## src/hw/rtl/wpp_pkg.sv

```systemverilog
// Package for the WAV PCM header parser: tag constants, status codes and the
// structs passed between the parser modules. No dependencies.
`default_nettype none

package wpp_pkg;

   localparam int unsigned MIN_FILE_BYTES_DEFAULT = 44;

   localparam logic [31:0] TAG_RIFF = 32'h4646_4952;
   localparam logic [31:0] TAG_WAVE = 32'h4556_4157;
   localparam logic [31:0] TAG_FMT  = 32'h2074_6d66;
   localparam logic [31:0] TAG_DATA = 32'h6174_6164;

   localparam logic [31:0] CHUNK_HEADER_BYTES = 32'd8;
   localparam logic [31:0] FMT_MIN_BYTES      = 32'd16;
   localparam logic [15:0] FORMAT_PCM         = 16'd1;

   typedef enum logic [2:0] {
      STATUS_OK          = 3'd0,
      STATUS_SHORT       = 3'd1,
      STATUS_BAD_TAG     = 3'd2,
      STATUS_NOT_PCM     = 3'd3,
      STATUS_MISSING     = 3'd4,
      STATUS_UNSUPPORTED = 3'd5
   } wpp_status_type;

   typedef struct packed {
      logic take;
      logic form;
   } wpp_ctrl_type;

   typedef struct packed {
      logic [31:0] length;
      logic        tag_error;
      logic        fmt_not_pcm;
      logic        fmt_valid;
      logic [15:0] channels;
      logic [31:0] rate;
      logic [15:0] bits;
      logic        data_found;
      logic [31:0] data_offset;
      logic [31:0] data_size;
   } wpp_summary_type;

endpackage

`default_nettype wire

```

## src/hw/rtl/wpp_req_if.sv

```systemverilog
// Input channel of the WAV PCM header parser: one file byte per transaction.
// No dependencies.
`default_nettype none

interface wpp_req_if;
   logic       valid;
   logic       ready;
   logic [7:0] file_byte;
   logic       end_of_file;

   modport source (output valid, output file_byte, output end_of_file, input ready);
   modport sink (input valid, input file_byte, input end_of_file, output ready);
endinterface

`default_nettype wire

```

## src/hw/rtl/wpp_rsp_if.sv

```systemverilog
// Result channel of the WAV PCM header parser: one summary per file.
// No dependencies.
`default_nettype none

interface wpp_rsp_if;
   logic        valid;
   logic        ready;
   logic [2:0]  status;
   logic [15:0] channel_count;
   logic [30:0] sample_rate;
   logic [15:0] bits_per_sample;
   logic [1:0]  format_code;
   logic [31:0] data_offset;
   logic [31:0] data_size;

   modport source (output valid, output status, output channel_count, output sample_rate,
                   output bits_per_sample, output format_code, output data_offset,
                   output data_size, input ready);
   modport sink (input valid, input status, input channel_count, input sample_rate,
                 input bits_per_sample, input format_code, input data_offset,
                 input data_size, output ready);
endinterface

`default_nettype wire

```

## src/hw/rtl/wpp_byte_parser.sv

```systemverilog
// Byte-level RIFF/WAVE chunk walker: updates the parse state once per byte.
// Depends on wpp_pkg.
`default_nettype none

module wpp_byte_parser import wpp_pkg::*; (
   input  wire logic            clock,
   input  wire logic            reset,
   input  wire wpp_ctrl_type    ctrl,
   input  wire logic [7:0]      file_byte,
   input  wire logic            end_of_file,
   output wpp_summary_type      summary,
   output logic                 final_pending
);

   typedef enum logic [4:0] {
      PHASE_RIFF = 5'b00001,
      PHASE_CHDR = 5'b00010,
      PHASE_BODY = 5'b00100,
      PHASE_PAD  = 5'b01000,
      PHASE_HALT = 5'b10000
   } phase_type;

   typedef enum logic [1:0] {
      KIND_OTHER = 2'd0,
      KIND_FMT   = 2'd1,
      KIND_DATA  = 2'd2
   } kind_type;

   logic        final_ff, final_in;
   logic [31:0] pos_ff, pos_in;
   phase_type   phase_ff, phase_in;
   logic        tag_error_ff, tag_error_in;
   logic        not_pcm_ff, not_pcm_in;
   logic        fmt_valid_ff, fmt_valid_in;
   logic        data_found_ff, data_found_in;

   logic [63:0] shift_ff, shift_in;
   logic [31:0] remain_ff, remain_in;
   kind_type    kind_ff, kind_in;
   logic [4:0]  body_idx_ff, body_idx_in;
   logic [31:0] chunk_len_ff, chunk_len_in;
   logic [31:0] body_start_ff, body_start_in;
   logic [63:0] pend_lo_ff, pend_lo_in;
   logic [15:0] pend_bits_ff, pend_bits_in;
   logic [15:0] acc_ch_ff, acc_ch_in;
   logic [31:0] acc_rate_ff, acc_rate_in;
   logic [15:0] acc_bits_ff, acc_bits_in;
   logic [31:0] data_off_ff, data_off_in;
   logic [31:0] data_size_ff, data_size_in;

   logic [31:0] base_pos;
   phase_type   base_phase;
   logic [63:0] shift_new;
   logic [31:0] pos_step;
   logic        do_finish;

   // A finished file still held for its result restarts from the reset state.
   assign base_pos   = final_ff ? '0 : pos_ff;
   assign base_phase = final_ff ? PHASE_RIFF : phase_ff;
   assign shift_new  = {file_byte, shift_ff[63:8]};
   assign pos_step   = (base_pos == '1) ? base_pos : base_pos + 32'd1;

   always_comb begin
      final_in      = final_ff;
      pos_in        = pos_ff;
      phase_in      = phase_ff;
      tag_error_in  = tag_error_ff;
      not_pcm_in    = not_pcm_ff;
      fmt_valid_in  = fmt_valid_ff;
      data_found_in = data_found_ff;
      shift_in      = shift_ff;
      remain_in     = remain_ff;
      kind_in       = kind_ff;
      body_idx_in   = body_idx_ff;
      chunk_len_in  = chunk_len_ff;
      body_start_in = body_start_ff;
      pend_lo_in    = pend_lo_ff;
      pend_bits_in  = pend_bits_ff;
      acc_ch_in     = acc_ch_ff;
      acc_rate_in   = acc_rate_ff;
      acc_bits_in   = acc_bits_ff;
      data_off_in   = data_off_ff;
      data_size_in  = data_size_ff;
      do_finish     = 1'b0;

      if (ctrl.take) begin
         final_in      = end_of_file;
         pos_in        = pos_step;
         phase_in      = base_phase;
         tag_error_in  = final_ff ? 1'b0 : tag_error_ff;
         not_pcm_in    = final_ff ? 1'b0 : not_pcm_ff;
         fmt_valid_in  = final_ff ? 1'b0 : fmt_valid_ff;
         data_found_in = final_ff ? 1'b0 : data_found_ff;

         unique case (base_phase)
            PHASE_RIFF: begin
               shift_in = shift_new;
               if (base_pos == 32'd3 && shift_new[63:32] != TAG_RIFF) begin
                  tag_error_in = 1'b1;
               end
               if (base_pos == 32'd11) begin
                  if (shift_new[63:32] != TAG_WAVE) begin
                     tag_error_in = 1'b1;
                  end
                  if (tag_error_in) begin
                     phase_in = PHASE_HALT;
                  end else begin
                     phase_in  = PHASE_CHDR;
                     remain_in = CHUNK_HEADER_BYTES;
                  end
               end
            end
            PHASE_CHDR: begin
               shift_in  = shift_new;
               remain_in = remain_ff - 32'd1;
               if (remain_ff == 32'd1) begin
                  chunk_len_in  = shift_new[63:32];
                  remain_in     = shift_new[63:32];
                  body_start_in = pos_step;
                  body_idx_in   = '0;
                  if (shift_new[31:0] == TAG_FMT) begin
                     kind_in = KIND_FMT;
                  end else if (shift_new[31:0] == TAG_DATA) begin
                     kind_in = KIND_DATA;
                  end else begin
                     kind_in = KIND_OTHER;
                  end
                  if (shift_new[63:32] == '0) begin
                     do_finish = 1'b1;
                  end else begin
                     phase_in = PHASE_BODY;
                  end
               end
            end
            PHASE_BODY: begin
               if (kind_ff == KIND_FMT && !body_idx_ff[4]) begin
                  if (!body_idx_ff[3]) begin
                     pend_lo_in[{body_idx_ff[2:0], 3'b000} +: 8] = file_byte;
                  end else if (body_idx_ff[2:0] == 3'd6) begin
                     pend_bits_in[7:0] = file_byte;
                  end else if (body_idx_ff[2:0] == 3'd7) begin
                     pend_bits_in[15:8] = file_byte;
                  end
               end
               if (!body_idx_ff[4]) begin
                  body_idx_in = body_idx_ff + 5'd1;
               end
               remain_in = remain_ff - 32'd1;
               if (remain_ff == 32'd1) begin
                  do_finish = 1'b1;
               end
            end
            PHASE_PAD: begin
               phase_in  = PHASE_CHDR;
               remain_in = CHUNK_HEADER_BYTES;
            end
            PHASE_HALT: begin
            end
            default: begin
               phase_in = PHASE_HALT;
            end
         endcase

         if (do_finish) begin
            if (kind_in == KIND_FMT) begin
               if (chunk_len_in < FMT_MIN_BYTES || pend_lo_in[15:0] != FORMAT_PCM) begin
                  not_pcm_in = 1'b1;
               end else begin
                  acc_ch_in    = pend_lo_in[31:16];
                  acc_rate_in  = pend_lo_in[63:32];
                  acc_bits_in  = pend_bits_in;
                  fmt_valid_in = 1'b1;
               end
            end else if (kind_in == KIND_DATA) begin
               data_found_in = 1'b1;
               data_off_in   = body_start_in;
               data_size_in  = chunk_len_in;
            end
            if (chunk_len_in[0]) begin
               phase_in = PHASE_PAD;
            end else begin
               phase_in  = PHASE_CHDR;
               remain_in = CHUNK_HEADER_BYTES;
            end
         end
      end else if (ctrl.form) begin
         final_in      = 1'b0;
         pos_in        = '0;
         phase_in      = PHASE_RIFF;
         tag_error_in  = 1'b0;
         not_pcm_in    = 1'b0;
         fmt_valid_in  = 1'b0;
         data_found_in = 1'b0;
      end
   end

   always_ff @(posedge clock) begin
      if (reset) begin
         final_ff      <= 1'b0;
         pos_ff        <= '0;
         phase_ff      <= PHASE_RIFF;
         tag_error_ff  <= 1'b0;
         not_pcm_ff    <= 1'b0;
         fmt_valid_ff  <= 1'b0;
         data_found_ff <= 1'b0;
      end else begin
         final_ff      <= final_in;
         pos_ff        <= pos_in;
         phase_ff      <= phase_in;
         tag_error_ff  <= tag_error_in;
         not_pcm_ff    <= not_pcm_in;
         fmt_valid_ff  <= fmt_valid_in;
         data_found_ff <= data_found_in;
      end
   end

   always_ff @(posedge clock) begin
      shift_ff      <= shift_in;
      remain_ff     <= remain_in;
      kind_ff       <= kind_in;
      body_idx_ff   <= body_idx_in;
      chunk_len_ff  <= chunk_len_in;
      body_start_ff <= body_start_in;
      pend_lo_ff    <= pend_lo_in;
      pend_bits_ff  <= pend_bits_in;
      acc_ch_ff     <= acc_ch_in;
      acc_rate_ff   <= acc_rate_in;
      acc_bits_ff   <= acc_bits_in;
      data_off_ff   <= data_off_in;
      data_size_ff  <= data_size_in;
   end

   assign final_pending = final_ff;

   always_comb begin
      summary.length      = pos_ff;
      summary.tag_error   = tag_error_ff;
      summary.fmt_not_pcm = not_pcm_ff;
      summary.fmt_valid   = fmt_valid_ff;
      summary.channels    = acc_ch_ff;
      summary.rate        = acc_rate_ff;
      summary.bits        = acc_bits_ff;
      summary.data_found  = data_found_ff;
      summary.data_offset = data_off_ff;
      summary.data_size   = data_size_ff;
   end

   // A held file must not be overwritten by a new byte before its result is formed.
   assert property (@(posedge clock) disable iff (reset)
      ctrl.take |-> (!final_ff || ctrl.form))
      else $error("Byte taken while a finished file awaits its result.");

   assert property (@(posedge clock) disable iff (reset)
      (ctrl.take && end_of_file) |=> final_ff)
      else $error("Last byte of a file did not mark the file as finished.");

   assert property (@(posedge clock) disable iff (reset)
      (phase_ff == PHASE_HALT) |-> tag_error_ff)
      else $error("Parser halted without a tag error.");

endmodule

`default_nettype wire

```

## src/hw/rtl/wpp_result_former.sv

```systemverilog
// Forms the per-file result from the parse summary and holds it in the
// output register of the result channel. Depends on wpp_pkg and wpp_rsp_if.
`default_nettype none

module wpp_result_former import wpp_pkg::*; #(
   parameter int unsigned MIN_FILE_BYTES = MIN_FILE_BYTES_DEFAULT
) (
   input  wire logic            clock,
   input  wire logic            reset,
   input  wire logic            form,
   input  wire wpp_summary_type summary,
   output logic                 slot_free,
   wpp_rsp_if.source            rsp_chan
);

   logic           valid_ff, valid_in;
   wpp_status_type status_ff, status_c;
   logic [15:0]    channels_ff, channels_c;
   logic [30:0]    rate_ff, rate_c;
   logic [15:0]    bits_ff, bits_c;
   logic [1:0]     format_ff, format_c;
   logic [31:0]    offset_ff, offset_c;
   logic [31:0]    size_ff, size_c;

   logic [15:0] ch;
   logic [30:0] rate;
   logic [15:0] bits;
   logic [31:0] doff;
   logic [31:0] dsize;

   assign ch    = summary.fmt_valid ? summary.channels : '0;
   assign bits  = summary.fmt_valid ? summary.bits : '0;
   assign rate  = (summary.fmt_valid && !summary.rate[31]) ? summary.rate[30:0] : '0;
   assign doff  = summary.data_found ? summary.data_offset : '0;
   assign dsize = summary.data_found ? summary.data_size : '0;

   always_comb begin
      status_c   = STATUS_UNSUPPORTED;
      format_c   = '0;
      channels_c = ch;
      rate_c     = rate;
      bits_c     = bits;
      offset_c   = doff;
      size_c     = dsize;
      priority if (summary.length < 32'(MIN_FILE_BYTES)) begin
         status_c = STATUS_SHORT;
      end else if (summary.tag_error) begin
         status_c = STATUS_BAD_TAG;
      end else if (summary.fmt_not_pcm) begin
         status_c = STATUS_NOT_PCM;
      end else if (!summary.data_found || ch == '0 || bits == '0 || rate == '0) begin
         status_c = STATUS_MISSING;
      end else if ((ch == 16'd1 || ch == 16'd2) && (bits == 16'd8 || bits == 16'd16)) begin
         status_c = STATUS_OK;
         format_c = {ch == 16'd2, bits == 16'd16};
      end else begin
         status_c = STATUS_UNSUPPORTED;
      end
      if (status_c == STATUS_SHORT || status_c == STATUS_BAD_TAG ||
          status_c == STATUS_NOT_PCM) begin
         channels_c = '0;
         rate_c     = '0;
         bits_c     = '0;
         offset_c   = '0;
         size_c     = '0;
      end
   end

   assign slot_free = !valid_ff || rsp_chan.ready;
   assign valid_in  = form ? 1'b1 : (rsp_chan.ready ? 1'b0 : valid_ff);

   always_ff @(posedge clock) begin
      if (reset) begin
         valid_ff <= 1'b0;
      end else begin
         valid_ff <= valid_in;
      end
   end

   always_ff @(posedge clock) begin
      if (form) begin
         status_ff   <= status_c;
         channels_ff <= channels_c;
         rate_ff     <= rate_c;
         bits_ff     <= bits_c;
         format_ff   <= format_c;
         offset_ff   <= offset_c;
         size_ff     <= size_c;
      end
   end

   assign rsp_chan.valid           = valid_ff;
   assign rsp_chan.status          = status_ff;
   assign rsp_chan.channel_count   = channels_ff;
   assign rsp_chan.sample_rate     = rate_ff;
   assign rsp_chan.bits_per_sample = bits_ff;
   assign rsp_chan.format_code     = format_ff;
   assign rsp_chan.data_offset     = offset_ff;
   assign rsp_chan.data_size       = size_ff;

   assert property (@(posedge clock) disable iff (reset)
      form |=> valid_ff)
      else $error("Formed result was not presented.");

   assert property (@(posedge clock) disable iff (reset)
      (valid_ff && status_ff == STATUS_OK) |->
         ((channels_ff == 16'd1 || channels_ff == 16'd2) &&
          (bits_ff == 16'd8 || bits_ff == 16'd16)))
      else $error("Result reported as good with an unsupported format.");

   assert property (@(posedge clock) disable iff (reset)
      (valid_ff && (status_ff == STATUS_SHORT || status_ff == STATUS_BAD_TAG ||
                    status_ff == STATUS_NOT_PCM)) |->
         (channels_ff == '0 && rate_ff == '0 && bits_ff == '0 &&
          offset_ff == '0 && size_ff == '0))
      else $error("Error result carries nonzero fields.");

endmodule

`default_nettype wire

```

## src/hw/rtl/wav_pcm_header_parser_unit.sv

```systemverilog
// Throughput: one file byte per cycle while req_chan.ready is high; a result is registered once
// the last byte of its file has been taken and the result slot is free.
// The first byte of the following file waits only while an earlier result is not taken.
// Reset is synchronous and active high; it clears the parse state and the result valid.
// Depends on wpp_pkg, wpp_req_if, wpp_rsp_if, wpp_byte_parser and wpp_result_former.
`default_nettype none

module wav_pcm_header_parser_unit import wpp_pkg::*; #(
   parameter int unsigned MIN_FILE_BYTES = MIN_FILE_BYTES_DEFAULT
) (
   input wire logic  clock,
   input wire logic  reset,
   wpp_req_if.sink   req_chan,
   wpp_rsp_if.source rsp_chan
);

   wpp_ctrl_type    ctrl;
   wpp_summary_type summary;
   logic            final_pending;
   logic            slot_free;

   assign req_chan.ready = !final_pending || slot_free;
   assign ctrl           = '{take: req_chan.valid && req_chan.ready,
                             form: final_pending && slot_free};

   wpp_byte_parser u_parser (
      .clock         (clock),
      .reset         (reset),
      .ctrl          (ctrl),
      .file_byte     (req_chan.file_byte),
      .end_of_file   (req_chan.end_of_file),
      .summary       (summary),
      .final_pending (final_pending)
   );

   wpp_result_former #(
      .MIN_FILE_BYTES (MIN_FILE_BYTES)
   ) u_result (
      .clock     (clock),
      .reset     (reset),
      .form      (ctrl.form),
      .summary   (summary),
      .slot_free (slot_free),
      .rsp_chan  (rsp_chan)
   );

endmodule

`default_nettype wire
```

## src/flat_wrapper.sv

```systemverilog
// flat-port wrapper written by rule: the top's interface ports become plain ports
module wav_pcm_header_parser_unit_flat import wpp_pkg::*;
#(
   parameter int unsigned MIN_FILE_BYTES = MIN_FILE_BYTES_DEFAULT
)
  (clock, reset, req_chan_valid, req_chan_file_byte, req_chan_end_of_file, req_chan_ready, rsp_chan_valid, rsp_chan_status, rsp_chan_channel_count, rsp_chan_sample_rate, rsp_chan_bits_per_sample, rsp_chan_format_code, rsp_chan_data_offset, rsp_chan_data_size, rsp_chan_ready);
  wpp_req_if req_chan_i ();
  wpp_rsp_if rsp_chan_i ();
  input wire logic clock;
  input wire logic reset;
  input wire logic [$bits(req_chan_i.valid)-1:0] req_chan_valid;
  input wire logic [$bits(req_chan_i.file_byte)-1:0] req_chan_file_byte;
  input wire logic [$bits(req_chan_i.end_of_file)-1:0] req_chan_end_of_file;
  output wire logic [$bits(req_chan_i.ready)-1:0] req_chan_ready;
  output wire logic [$bits(rsp_chan_i.valid)-1:0] rsp_chan_valid;
  output wire logic [$bits(rsp_chan_i.status)-1:0] rsp_chan_status;
  output wire logic [$bits(rsp_chan_i.channel_count)-1:0] rsp_chan_channel_count;
  output wire logic [$bits(rsp_chan_i.sample_rate)-1:0] rsp_chan_sample_rate;
  output wire logic [$bits(rsp_chan_i.bits_per_sample)-1:0] rsp_chan_bits_per_sample;
  output wire logic [$bits(rsp_chan_i.format_code)-1:0] rsp_chan_format_code;
  output wire logic [$bits(rsp_chan_i.data_offset)-1:0] rsp_chan_data_offset;
  output wire logic [$bits(rsp_chan_i.data_size)-1:0] rsp_chan_data_size;
  input wire logic [$bits(rsp_chan_i.ready)-1:0] rsp_chan_ready;
  assign req_chan_i.valid = req_chan_valid;
  assign req_chan_i.file_byte = req_chan_file_byte;
  assign req_chan_i.end_of_file = req_chan_end_of_file;
  assign req_chan_ready = req_chan_i.ready;
  assign rsp_chan_valid = rsp_chan_i.valid;
  assign rsp_chan_status = rsp_chan_i.status;
  assign rsp_chan_channel_count = rsp_chan_i.channel_count;
  assign rsp_chan_sample_rate = rsp_chan_i.sample_rate;
  assign rsp_chan_bits_per_sample = rsp_chan_i.bits_per_sample;
  assign rsp_chan_format_code = rsp_chan_i.format_code;
  assign rsp_chan_data_offset = rsp_chan_i.data_offset;
  assign rsp_chan_data_size = rsp_chan_i.data_size;
  assign rsp_chan_i.ready = rsp_chan_ready;
  wav_pcm_header_parser_unit #(.MIN_FILE_BYTES(MIN_FILE_BYTES)) u_core (.clock(clock), .reset(reset), .req_chan(req_chan_i), .rsp_chan(rsp_chan_i));
endmodule
```

## config.mk

```make
export PLATFORM = sky130hd
export DESIGN_NAME = wav_pcm_header_parser_unit_flat
export DESIGN_NICKNAME = d
export VERILOG_FILES = /design/src/hw/rtl/wpp_pkg.sv /design/src/hw/rtl/wpp_req_if.sv /design/src/hw/rtl/wpp_rsp_if.sv /design/src/hw/rtl/wpp_byte_parser.sv /design/src/hw/rtl/wpp_result_former.sv /design/src/hw/rtl/wav_pcm_header_parser_unit.sv /design/src/flat_wrapper.sv
export SDC_FILE = /design/constraint.sdc
export NUM_CORES = 1
export LEC_CHECK = 0
export ABC_AREA = 1
export BUFFER_PORTS_ARGS = -buffer_cell sky130_fd_sc_hd__clkbuf_2
export CORE_ASPECT_RATIO = 0.5
export CORE_MARGIN = 2
export CORE_UTILIZATION = 46
export CTS_BUF_LIST = sky130_fd_sc_hd__clkbuf_8 sky130_fd_sc_hd__clkbuf_16
export DETAILED_ROUTE_END_ITERATION = 8
export HOLD_SLACK_MARGIN = 0.1
export REMOVE_ABC_BUFFERS = 1
export SYNTH_ARGS = -nofsm -noshare
export SYNTH_HDL_FRONTEND = slang
export SYNTH_SLANG_ARGS = --single-unit
```

## constraint.sdc

```tcl
create_clock -name clock -period 19 [get_ports clock]
set_clock_uncertainty 0.1 [all_clocks]
set_input_delay 1.9 -clock clock [delete_from_list [all_inputs] [get_ports clock]]
set_output_delay 1.9 -clock clock [all_outputs]
set_load 0.01 [all_outputs]
```

Word-level counts from Yosys, hierarchy flattened
Index checks and enable logic that the tools add are counted.
{ "word_totals": {"ff_bits": 550, "out_inout_bits": 134, "elab_cells": 191} }
{ "op_classes": {"add_sub_neg": 4, "order_cmp": 2, "n_eq_ne": 28, "shift": 2, "mux": 85, "bitwise": 4, "reduce_logical": 37} }
{ "op_table": {"columns": ["op", "n"], "rows": [
  ["two-way mux 32 bit", 14],
  ["two-way mux 64 bit", 4],
  ["case mux 32 bit (4 select lines)", 1],
  ["two-way mux 16 bit", 5],
  ["bitwise mux 64 bit", 1],
  ["inequality test 32 x 31 -> 1 bit (second input constant)", 2],
  ["variable shift 8 x 8 -> 64 bit (first input constant)", 1],
  ["indexed part select 8 x 8 -> 64 bit", 1],
  ["two-way mux 5 bit", 10],
  ["adder 32 x 1 -> 32 bit (second input constant)", 1],
  ["equality test 32 x 1 -> 1 bit (second input constant)", 1],
  ["equality test 32 x 2 -> 1 bit (second input constant)", 1],
  ["equality test 32 x 30 -> 1 bit (second input constant)", 1],
  ["equality test 32 x 31 -> 1 bit (second input constant)", 1],
  ["equality test 32 bit (second input constant)", 1],
  ["equality test 32 x 4 -> 1 bit (second input constant)", 1],
  ["logical NOT 16 bit", 2],
  ["logical NOT 32 bit", 1],
  ["less-than comparator 32 x 5 -> 1 bit (second input constant)", 1],
  ["less-than comparator 32 x 6 -> 1 bit (second input constant)", 1],
  ["two-way mux 1 bit", 32],
  ["subtractor 32 x 1 -> 32 bit (second input constant)", 1],
  ["logical NOT 31 bit", 1],
  ["two-way mux 31 bit", 1],
  ["35 further kinds", 76]
]} }

Depth between registers and ports, before layout
Gate-level depths: netlist of run 1.
{ "depth": {"depth_word": 13, "depth_mapped": 19, "mapped_depth_nobuf": 18} }

Modules after synthesis
From an unflattened synthesis of run 1, not the netlist that was laid out.
{ "unflattened": {"cells_unflattened": 2454, "area_unflattened_um2": 24741.2} }
{ "by_module_without_submodules": {"columns": ["module", "instances", "cells_each", "area_each_um2", "seq_area_each_um2"], "rows": [
  ["wpp_byte_parser", 1, 1898, 18979.5, 11861.4],
  ["wpp_result_former", 1, 550, 5734.2, 3983.8],
  ["wav_pcm_header_parser_unit", 1, 6, 27.5, 0.0]
]} }

Worst setup path after synthesis of run 1
Ideal clock, no wire load.
{ "synth_path": {"kind": "input to register", "startpoint": "in rsp_chan_ready", "endpoint": "reg u_core.u_parser.pos_ff[14]", "setup_time_ns": 0.132, "arrival_ns": 8.950, "required_ns": 18.768, "slack_ns": 9.818, "cell_stages": 9, "path_buffers": 2, "path_cell_list": "nor2_1 -> nor2_1 -> inv_1 -> o21ai_0 -> inv_1 -> buf_2 -> clkbuf_1 -> nand2_1 -> a21oi_1"} }
{ "synth_lines": {"columns": ["element", "line_no", "rtl"], "rows": [
  ["from (decl)", "flat_wrapper.sv:23", "input wire logic [$bits(rsp_chan_i.ready)-1:0] rsp_chan_ready;"],
  ["to (signal assigned)", "wpp_byte_parser.sv:208", "pos_ff <= pos_in;"],
  ["to (decl)", "wpp_byte_parser.sv:30", "logic [31:0] pos_ff, pos_in;"]
]} }

Worst setup path after layout of run 1
{ "layout_path": {"startpoint": "reg u_core.u_parser.final_ff, in the netlist u_core.u_parser.final_pending", "endpoint": "reg u_core.u_parser.acc_ch_ff[1], enable pin"} }
{ "layout_via": {"elab_chain_len": 8, "elab_cells_between_ends": 20} }
{ "layout_rtl": {"columns": ["element", "line_no", "rtl"], "rows": [
  ["from (decl)", "wpp_byte_parser.sv:29", "logic final_ff, final_in;"],
  ["from (signal assigned)", "wpp_byte_parser.sv:207", "final_ff <= final_in;"],
  ["two-way mux 5 bit", "wpp_byte_parser.sv:59", "assign base_phase = final_ff ? PHASE_RIFF : phase_ff;"],
  ["equality test 5 x 2 -> 1 bit or equality test 5 x 3 -> 1 bit (tied branches)", "wpp_byte_parser.sv:95", "unique case (base_phase)"],
  ["two-way mux 32 bit or two-way mux 64 bit (tied branches)", "wpp_byte_parser.sv:95", null],
  ["two-way mux 32 bit or two-way mux 64 bit (tied branches)", "wpp_byte_parser.sv:86", "if (ctrl.take) begin"],
  ["less-than comparator 32 x 5 -> 1 bit or inequality test 16 x 1 -> 1 bit (tied branches)", "wpp_byte_parser.sv:166", "if (chunk_len_in < FMT_MIN_BYTES || pend_lo_in[15:0] != FORMAT_PCM) begin"],
  ["logical OR 1 bit", "wpp_byte_parser.sv:166", null],
  ["NOT 1 bit (no source line)", null, null],
  ["AND reduction 4 bit (no source line) (*)", null, null],
  ["to (signal assigned)", "wpp_byte_parser.sv:226", "acc_ch_ff <= acc_ch_in;"],
  ["to (decl)", "wpp_byte_parser.sv:45", "logic [15:0] acc_ch_ff, acc_ch_in;"]
]} }
Mark *: on every way between the ends. The rest lies on a longest branch, timed or not. The select of a mux whose other input is x is not followed.
A chain may end at the register's enable or synchronous reset.

==> results of run 1 <==
-- kinds of logic after synthesis --
kind of cell,Yosys count,share of synthesized area
and+or+nand+nor,1125,0.203
DFF,542,0.640
buffers and inverters,439,0.0715
AOI/OAI and AO/OA,230,0.0526
xor gates and xnor gates,40,0.0147
muxes,33,0.0142
adders and majority gates,9,0.00455
-- worst register-to-register path: stages, from the launching register on --
cell and delay, ns:
dfxtp_1 0.31, buf_4 0.39, inv_2 0.30, nand2_1 0.20, nand2_1 0.13, nor2_4 0.11, buf_4 0.51, inv_2 0.40
nor2_4 0.85, o21ai_1 0.21, nand2_1 0.16, nand2_1 0.06, nor2_1 0.14, nand3_1 0.14, inv_2 0.10, buf_4 0.63
-- worst min-delay path by stage --
stage | start | endpoint | slack [ns] | depth (start not counted)
2_1_floorplan | u_core.u_parser.shift_ff[20] | u_core.u_parser.shift_ff[12] | 0.33 | 0
3_3_place_gp | u_core.u_parser.shift_ff[23] | u_core.u_parser.shift_ff[15] | 0.33 | 0
3_5_place_dp | u_core.u_parser.shift_ff[62] | u_core.u_parser.shift_ff[54] | 0.33 | 0
4_1_cts | u_core.u_parser.shift_ff[62] | u_core.u_parser.shift_ff[54] | 0.35 | 0
5_1_grt | u_core.u_parser.shift_ff[31] | u_core.u_parser.shift_ff[23] | 0.38 | 0
6_report | u_core.u_parser.shift_ff[62] | u_core.u_parser.shift_ff[54] | 0.34 | 0
-- where the power goes --
part           switching (mW)  internal, mW  leakage, nW
registers              0.0296          1.35         5.06
clock network           0.450         0.540        0.815
logic                  0.0916        0.0356         5.31
-- layout make-up --
class	instances	area share
flip-flops and latches	542	0.572
multi-input cells	1437	0.259
inverters	358	0.0489
clock buffers	51	0.0457
well taps	713	0.0322
repair buffers	162	0.0307
clock inverters	40	0.0115
-- cell usage in the layout, fill, tap and decap left out, types with 11 or more instances in the layout --
| cell | Yosys | routed |
|---|---|---|
| nand2_1 | 523 | 522 |
| edfxtp_1 | 499 | 499 |
| inv_1 | 335 | 343 |
| nor2_1 | 295 | 293 |
| clkbuf_2 | 0 | 146 |
| nand3_1 | 99 | 99 |
| a21oi_1 | 98 | 98 |
| o21ai_0 | 53 | 53 |
| clkbuf_16 | 0 | 50 |
| nand4_1 | 49 | 49 |
| nor3_1 | 49 | 49 |
| dfxtp_1 | 43 | 43 |
| xor2_1 | 31 | 31 |
| nor4_1 | 23 | 23 |
| inv_2 | 19 | 21 |
| a31oi_1 | 19 | 19 |
| or2_2 | 17 | 17 |
| mux2_2 | 17 | 17 |
| o211ai_1 | 17 | 17 |
| mux2i_1 | 16 | 16 |
| buf_4 | 6 | 16 |
| nor2_2 | 15 | 15 |
| nor2_4 | 12 | 14 |
| o21ai_1 | 14 | 14 |
| clkinv_1 | 3 | 13 |
| nand3_2 | 11 | 11 |
-- routing by layer --
metal / GRT usage / wire length (um)
met5: 0 / 0
met4: 0.0543 / 1430
met3: 0.0337 / 4090
met2: 0.353 / 28700
met1: 0.335 / 29800
==> flow_summary.yaml, run 1 <==
logic_synthesis:
  postSynthCellCount: 2418
  synth-edff-count: 499
  synth_cell_types: 54
  seq_area_frac_synth: 0.640
  ys_ff_latch: 542
  synthTopCellsByCount: "523 x nand2_1, 499 x edfxtp_1, 335 x inv_1, 295 x nor2_1, 99 x nand3_1"
  synth.most_common_cell: "nand2_1"
  ys_warn_count: 0
  async_reset_ff_frac: 0
  syn_avg_cell_area_um2: 10.2
  synth_top_area_frac: 0.605
  synth.largest_area_cell: "edfxtp_1"
  ys_top_cells_by_area: "edfxtp_1 60%, nand2_1 7.9%, inv_1 5.1%, nor2_1 4.5%, dfxtp_1 3.5%"
  ys.flop_type: "edfxtp_1"
  syn_area_um2: 24800
worst_setup_path:
  cpMostUsedCell: "nand2_1"
  rrSetupSlack_ns: 13.81
  startpoint: "u_core.u_parser.final_pending"
  cp.depth: 15
  startpoint_type: "flop"
  cpPeakStageDelay_ns: 0.83
  crit_type: "flop to flop"
  worst-r2r-cell-count: 15
  critPathCaptureType: "flop"
  cp_cell_sequence: "buf_4 -> inv_2 -> nand2_1 -> nand2_1 -> nor2_4 -> buf_4 -> inv_2 -> nor2_4 -> o21ai_1 -> nand2_1 -> nand2_1 -> nor2_1 -> nand3_1 -> inv_2 -> buf_4"
  r2r-start: "u_core.u_parser.final_pending"
  critPathTopFamily: "buffers and inverters"
  cp_slowest_cell: "nor2_4"
  r2r-end: "u_core.u_parser.acc_ch_ff[1]"
  path_buf_inv: 6
  required_ns: 19.11
  worstPathMaxFanout: 64
  arrival_ns: 5.30
  worstSetupEndpoint: "u_core.u_parser.acc_ch_ff[1]"
layout:
  design_area_um2: 27700
  finish.cell_count_without_fillers: 3303
  drive_above_1_share: 0.137
  diodes: 0
  fillerInstances: 4883
  largest_reg_flops: 64
  regMostFlops: "u_core.u_parser.pend_lo_ff"
  reg_top3: "u_core.u_parser.pend_lo_ff: 64 flops, u_core.u_parser.shift_ff: 56 flops"
  fin_nets: 2572
  final_util: 0.518
  multi_input_area_um2: 7180
  syn_to_final_growth_pct: 11.8
  layout.area.seq_um2: 15800
floorplanning:
  die-area_um2: 55800
  io_pins: 147
  coreArea_um2: 53500
  fp-row-count: 60
  die_w_um: 332
  start_util: 0.463
  dieHeight_um: 168
run_status:
  status: "complete, no violations"
global_routing:
  grt_max_degree: 81
  grt_pass1_vias: 16600
  grt_pass1_wl_mm: 97.6
  antenna_found_initial: 3
  grt-ovfl-total: 0
  grt_use_total: 0.226
clock_tree:
  insertion_delay_ns: 0.59
  clock_sinks: 542
  cts_tree: "built"
  cts_setup_buffers: 0
  post_cts_resized: 0
  clk_pin_slew_ns: 0.07
  cts_made_buffers: 49
  clk_path_buf_depth: 3
  root_buffer: "clkbuf_16"
  cts_htree_levels: 2
  cts_hold_buffers: 0
placement:
  dp.cells: 3212
  place_congestion: 0.901
  io_buffers: 146
  post-dp-hpwl_mm: 44.0
  place_area_um2: 26100
  dpl_worst_slack_ns: 13.86
timing:
  worst_slack_ns: 13.81
  rsz0062_at_grt: "false"
  finalHoldViolations: 0
  setup_violations: 0
  relSlewSlack: 0.207
  tns_ns: 0
  finalCriticalPeriod_ns: 5.19
  whs_ns: 0.341
  drv_slew: 0
  period_share: 0.273
  tightest_slew_ns: 1.19
  fmax_mhz: 193
power:
  power_density_nw_per_um2: 90.2
  total_power_mw: 2.50
  vdd_drop_max_mv: 0.0592
  leakagePower_nw: 11.2
drt:
  wl_per_cell_um: 19.4
  wirelength_mm: 64.0
  drt-pass1-iter-count: 6
  vias: 17500
  drcViolationCount: 0
  drt_iter0_drc: 1633
  viasPerCell: 5.30
  antenna_left: 0
run:
  drv_cap: 0
worst_hold_path:
  min_path_type: "flop to flop"
Note: power is estimated with default switching activity, not from simulation.
==> run 2, diff against run 1 <==
==> constraint.sdc (replaced) <==
create_clock -name clock -period 5.2 [get_ports clock]
set_clock_uncertainty 0.1 [all_clocks]
set_input_delay 0.52 -clock clock [delete_from_list [all_inputs] [get_ports clock]]
set_output_delay 0.52 -clock clock [all_outputs]
set_load 0.01 [all_outputs]
==> run 2 against run 1 <==
  * Setup slack worse by 13 ns
  * Register-to-register slack lost 13 ns
  * Clock-buffer cell count decreased by 1
  * Core utilization rose by 0.28 points
  * Sequential cell count unchanged
  * Critical path depth up 3
  * Sequential power grew to 3.7 times the previous value
  * Clock power rose to 3.8 times the previous value
  * Largest cell class unchanged
==> flow_summary.yaml, run 2 (synthesized netlist as in run 1, its figures left out) <==
drt:
  vias: 17500
  wirelength_mm: 64.3
  drt-pass1-iter-count: 6
  viasPerCell: 5.28
  drt_iter0_drc: 1864
  drcViolationCount: 0
  antenna_left: 0
  wl_per_cell_um: 19.4
worst_setup_path:
  startpoint_type: "flop"
  required_ns: 5.45
  critPathCaptureType: "flop"
  worstPathMaxFanout: 31
  cp_cell_sequence: "inv_2 -> buf_4 -> nand2_1 -> inv_1 -> ha_1 -> inv_1 -> nor2_1 -> inv_1 -> nor2_1 -> nand3_1 -> nor2_2 -> nand2_1 -> nand2_1 -> nand2_1 -> o21ai_0 -> nand3_1 -> nand2_1 -> inv_1"
  cpPeakStageDelay_ns: 0.69
  critPathTopFamily: "simple AND/OR/NAND/NOR gates"
  rrSetupSlack_ns: 1.22
  arrival_ns: 4.23
  crit_type: "flop to flop"
  cpMostUsedCell: "nand2_1"
  path_buf_inv: 6
  cp_slowest_cell: "nand2_1"
floorplanning:
  io_pins: 147
  dieHeight_um: 168
  die_w_um: 332
  die-area_um2: 55800
  fp-row-count: 60
  coreArea_um2: 53500
  start_util: 0.463
layout:
  diodes: 0
  finish.cell_count_without_fillers: 3310
  syn_to_final_growth_pct: 12.4
  drive_above_1_share: 0.140
  multi_input_area_um2: 7180
  largest_reg_flops: 64
  fillerInstances: 4859
  fin_nets: 2579
  layout.area.seq_um2: 15800
  reg_top3: "u_core.u_parser.pend_lo_ff: 64 flops, u_core.u_parser.shift_ff: 56 flops"
  regMostFlops: "u_core.u_parser.pend_lo_ff"
  final_cell_mix: "522 x nand2_1, 499 x edfxtp_1, 344 x inv_1"
  final_common_cell: "nand2_1"
  design_area_um2: 27900
timing:
  fmax_mhz: 251
  relSlewSlack: 0.197
  tightest_slew_ns: 1.20
  setup_violations: 0
  worst_slack_ns: 1.22
  rsz0062_at_grt: "false"
  finalHoldViolations: 0
  finalCriticalPeriod_ns: 3.98
  drv_slew: 0
  period_share: 0.765
  whs_ns: 0.168
power:
  leakagePower_nw: 11.2
  vdd_drop_max_mv: 0.222
  power_density_nw_per_um2: 335
  total_power_mw: 9.32
clock_tree:
  root_buffer: "clkbuf_16"
  post_cts_resized: 0
  cts_tree: "built"
  cts_hold_buffers: 0
  clock_sinks: 542
  cts_htree_levels: 2
  cts_made_buffers: 49
  insertion_delay_ns: 0.59
  clk_path_buf_depth: 3
  clk_pin_slew_ns: 0.07
  cts_setup_buffers: 0
run_status:
  status: "complete, no violations"
placement:
  dp.cells: 3219
  post-dp-hpwl_mm: 43.9
  place_area_um2: 26200
  dpl_worst_slack_ns: 1.37
  place_congestion: 0.942
  io_buffers: 146
global_routing:
  antenna_found_initial: 3
  grt_use_total: 0.230
  grt_pass1_wl_mm: 97.8
  grt_pass1_vias: 16600
  grt-ovfl-total: 0
  grt_max_degree: 133
worst_hold_path:
  min_path_type: "primary input to flop"
run:
  drv_cap: 0
==> run 2: per-stage QoR <==
stage,utilization,TNS (ns)
2_1_floorplan,-,-801.06
3_3_place_gp,0.490,0
3_5_place_dp,0.490,0
4_1_cts,0.521,0
5_1_grt,0.521,0
6_report,0.521,0
==> run 2: routing by layer <==
layer  GRT usage  up-vias  share of wire
li1            -     8372              -
met1       0.346     8462           0.47
met2       0.344      546           0.44
met3      0.0373      107          0.065
met4      0.0686        0          0.028
met5           0        -              0
==> run 2: final cells by class <==
| type | count | share of cell area |
|---|---|---|
| flip-flops and latches | 542 | 0.569 |
| multi-input cells | 1437 | 0.258 |
| inverters | 358 | 0.0486 |
| clock buffers | 50 | 0.0449 |
| repair buffers | 169 | 0.0333 |
| well taps | 713 | 0.0320 |
| clock inverters | 41 | 0.0146 |
==> run 2: tightest hold or removal path, delay by kind of cell <==
family | cells | cell delay (ns)
AND/OR/NAND/NOR | 1 | 0.11
buffers and inverters | 1 | 0.08
AO/OA/AOI/OAI | 1 | 0.08
==> run 2: path summary, 6_finish.rpt <==
path / start / to / cells past startpoint
min: req_chan_end_of_file / u_core.u_parser.final_pending / 3
max reg2reg: u_core.u_parser.final_pending / u_core.u_parser.remain_ff[29] / 18
min reg2reg: u_core.u_parser.shift_ff[23] / u_core.u_parser.shift_ff[15] / 0
max: u_core.u_parser.final_pending / u_core.u_parser.remain_ff[29] / 18
==> run 2: where the power goes <==
| group | total [mW] | internal, mW | switching, mW |
|---|---|---|---|
| registers | 5.05 | 4.94 | 0.104 |
| logic | 0.475 | 0.133 | 0.342 |
| clock network | 3.80 | 2.15 | 1.65 |
| total | 9.32 | 7.23 | 2.09 |
==> run 3, diff against run 2 <==
--- a/config.mk
+++ b/config.mk
@@ -5,7 +5,7 @@
 export SDC_FILE = /design/constraint.sdc
 export NUM_CORES = 1
 export LEC_CHECK = 0
-export ABC_AREA = 1
+export ABC_AREA = 0
 export BUFFER_PORTS_ARGS = -buffer_cell sky130_fd_sc_hd__clkbuf_2
 export CORE_ASPECT_RATIO = 0.5
 export CORE_MARGIN = 2
==> constraint.sdc (replaced) <==
create_clock -name clock -period 3.9 [get_ports clock]
set_clock_uncertainty 0.1 [all_clocks]
set_input_delay 0.39 -clock clock [delete_from_list [all_inputs] [get_ports clock]]
set_output_delay 0.39 -clock clock [all_outputs]
set_load 0.01 [all_outputs]
==> run 3 against run 2 <==
  * Routed wire length is 19% lower
  * Power increased by 26%
  * Sequential cell count unchanged
  * Sequential power grew 32%
  * Die area shrank 8.2%
  * Design area down 5.8%
  * Clock power up 22%
  * Clock-buffer cell count rose by 3
  * Setup slack got worse by 1.0 ns
  * Sequential share of layout area grew 3.5 points
  * Critical path depth down 10
  * Non-clock buffer count up 60
  * Critical endpoint is now u_core.u_parser.acc_ch_ff[2]
==> flow_summary.yaml, run 3 <==
floorplanning:
  fp-row-count: 57
  coreArea_um2: 48600
  dieHeight_um: 161
  io_pins: 147
  die-area_um2: 51300
  start_util: 0.467
  die_w_um: 318
power:
  p_sw_frac: 0.214
  leakagePower_nw: 8.94
  internal-power_mw: 9.22
  clock_power_share: 0.396
  power_density_nw_per_um2: 447
  p_seq_frac: 0.567
  total_power_mw: 11.7
  power_switching_mw: 2.51
  vdd_drop_max_mv: 0.336
  combPwrFrac: 0.037
timing:
  rsz0062_at_grt: "false"
  finalHoldViolations: 0
  drv_slew: 0
  fmax_mhz: 271
  finalCriticalPeriod_ns: 3.69
  relSlewSlack: 0.332
  period_share: 0.947
  setup_violations: 0
  worst_slack_ns: 0.205
  tightest_slew_ns: 1.00
worst_setup_path:
  arrival_ns: 3.88
  startpoint: "u_core.u_parser.remain_ff[15]"
  r2r-start: "u_core.u_parser.remain_ff[15]"
  worst-r2r-cell-count: 8
  critPathCaptureType: "flop"
  startpoint_type: "flop"
  required_ns: 4.09
  worstPathMaxFanout: 7
  crit_type: "flop to flop"
  worstSetupEndpoint: "u_core.u_parser.acc_ch_ff[2]"
  rrSetupSlack_ns: 0.21
  r2r-end: "u_core.u_parser.acc_ch_ff[2]"
drt:
  wirelength_mm: 52.2
  vias: 14400
  antenna_left: 0
  viasPerCell: 5.58
  drt-pass1-iter-count: 5
  wl_per_cell_um: 20.3
  drcViolationCount: 0
  drt_iter0_drc: 1457
logic_synthesis:
  ys.flop_type: "edfxtp_1"
  syn_avg_cell_area_um2: 13.4
  async_reset_ff_frac: 0
  seq_area_frac_synth: 0.698
  postSynthCellCount: 1691
  synth.largest_area_cell: "edfxtp_1"
  synth-edff-count: 499
  synthTopCellsByCount: "499 x edfxtp_1, 201 x nand2_1, 134 x and2_1, 83 x mux2_2, 83 x nor2_1"
  syn_area_um2: 22700
  ys_top_cells_by_area: "edfxtp_1 66%, mux2_2 4.1%, dfxtp_1 3.8%, and2_1 3.7%, nand2_1 3.3%"
  synth_top_area_frac: 0.660
  synth.most_common_cell: "edfxtp_1"
  ys_warn_count: 0
  ys_ff_latch: 542
  synth_cell_types: 66
layout:
  fin_nets: 1906
  finish.cell_count_without_fillers: 2573
  drive_above_1_share: 0.210
  fillerInstances: 4133
  syn_to_final_growth_pct: 15.5
  regMostFlops: "u_core.u_parser.pend_lo_ff"
  reg_top3: "u_core.u_parser.pend_lo_ff: 64 flops, u_core.u_parser.shift_ff: 56 flops"
  final_util: 0.539
  final_cell_mix: "499 x edfxtp_1, 201 x nand2_1, 146 x clkbuf_2"
  largest_reg_flops: 64
  final_common_cell: "edfxtp_1"
global_routing:
  grt_use_total: 0.204
  grt-ovfl-total: 0
  grt_pass1_vias: 13800
  grt_max_degree: 63
  grt_pass1_wl_mm: 81.7
  antenna_found_initial: 1
clock_tree:
  cts_tree: "built"
  clk_path_buf_depth: 3
  clock_sinks: 542
  insertion_delay_ns: 0.58
  clk_pin_slew_ns: 0.07
  cts_made_buffers: 47
  cts_htree_levels: 2
  cts_setup_buffers: 0
  root_buffer: "clkbuf_16"
run_status:
  status: "complete, no violations"
placement:
  post-dp-hpwl_mm: 35.0
  place_congestion: 0.907
  dpl_worst_slack_ns: 0.163
  io_buffers: 146
  dp.cells: 2483
worst_hold_path:
  min_path_type: "primary input to flop"
run:
  drv_cap: 0
-- run 3: changes by cell type in the layout (fill, tap and decap cells not counted), moves of 18 or more --
| cell | change |
|---|---|
| a21oi_1 | -67 |
| a22o_1 | +18 |
| and2_1 | +133 |
| buf_4 | +54 |
| inv_1 | -315 |
| inv_2 | -19 |
| mux2_2 | +66 |
| nand2_1 | -321 |
| nand3_1 | -59 |
| nand4_1 | -19 |
| nor2_1 | -211 |
| nor4_1 | +31 |
| o21ai_0 | +24 |
| xnor2_1 | +25 |
-- run 3: worst min path at each step --
stage,startpoint,end,slack [ns],depth (start not counted)
global route,req_chan_file_byte[4],u_core.u_parser.shift_ff[60],0.17,2
finish,rsp_chan_ready,u_core.u_parser.pos_ff[29],0.19,5
detailed placement,u_core.u_parser.shift_ff[23],u_core.u_parser.shift_ff[15],0.32,0
CTS,rsp_chan_ready,u_core.u_parser.pos_ff[29],0.16,5
global placement,u_core.u_parser.shift_ff[33],u_core.u_parser.shift_ff[25],0.33,0
floorplan,u_core.u_parser.shift_ff[16],u_core.u_parser.shift_ff[8],0.32,0
-- run 3: power groups by stage --
stage	Sequential, mW	Combinational, mW	Clock [mW]
after floorplan	6.80	0.198	0
after global placement	6.77	0.437	0
after detailed placement	6.78	0.440	0
after CTS	6.65	0.443	4.75
after global routing	6.67	0.482	5.01
final	6.65	0.438	4.64
-- run 3: cell type report --
cell class	instances	area, um^2	area share
timing repair buffer	229	1440	0.0550
clock inverter	35	251	0.00958
inverter	23	96.3	0.00367
multi-input combinational	1041	6510	0.248
tap	649	812	0.0309
sequential	542	15800	0.604
clock buffer	53	1280	0.0488
antenna	1	2.50	0.0000954
-- run 3: critical path, cell delays in order (launching register included) --
cell      delay (ns)
edfxtp_1        0.44
or3_1           0.39
or3b_1          0.41
or4_4           0.54
or4_1           0.57
o21a_1          0.14
or3_1           0.35
inv_2           0.25
buf_4           0.23
-- run 3: cells by family after synthesis --
group / after synthesis / synth area share
compound gates: 218 / 0.0620
buf+inv: 108 / 0.0180
xor+xnor: 50 / 0.0193
fa+ha+maj: 9 / 0.00496
simple gates: 676 / 0.155
flops: 542 / 0.698
mux: 88 / 0.0434
-- run 3: through the flow --
stage	cell area (um^2)	setup TNS [ns]	hold WS, ns
floorplan	22400	-707.09	0.317
global placement	24700	0	0.325
detailed placement	24700	0	0.325
CTS	26200	0	0.162
global route	26200	0	0.169
finish	26200	0	0.190
-- run 3: what timing repair did --
item	4_1_cts	5_1_grt
hold endpoints to repair	1	0
setup endpoints to repair	0	101
hold buffers	1	0
gates resized for setup	0	1
-- run 3: routing by layer --
layer  wire length (um)  vias to the layer above  global-route usage
li1                   -                     6741                   -
met1              24500                     7127               0.304
met2              23300                      438               0.310
met3               3600                       56              0.0420
met4                769                        0              0.0467
met5                  0                        -                   0
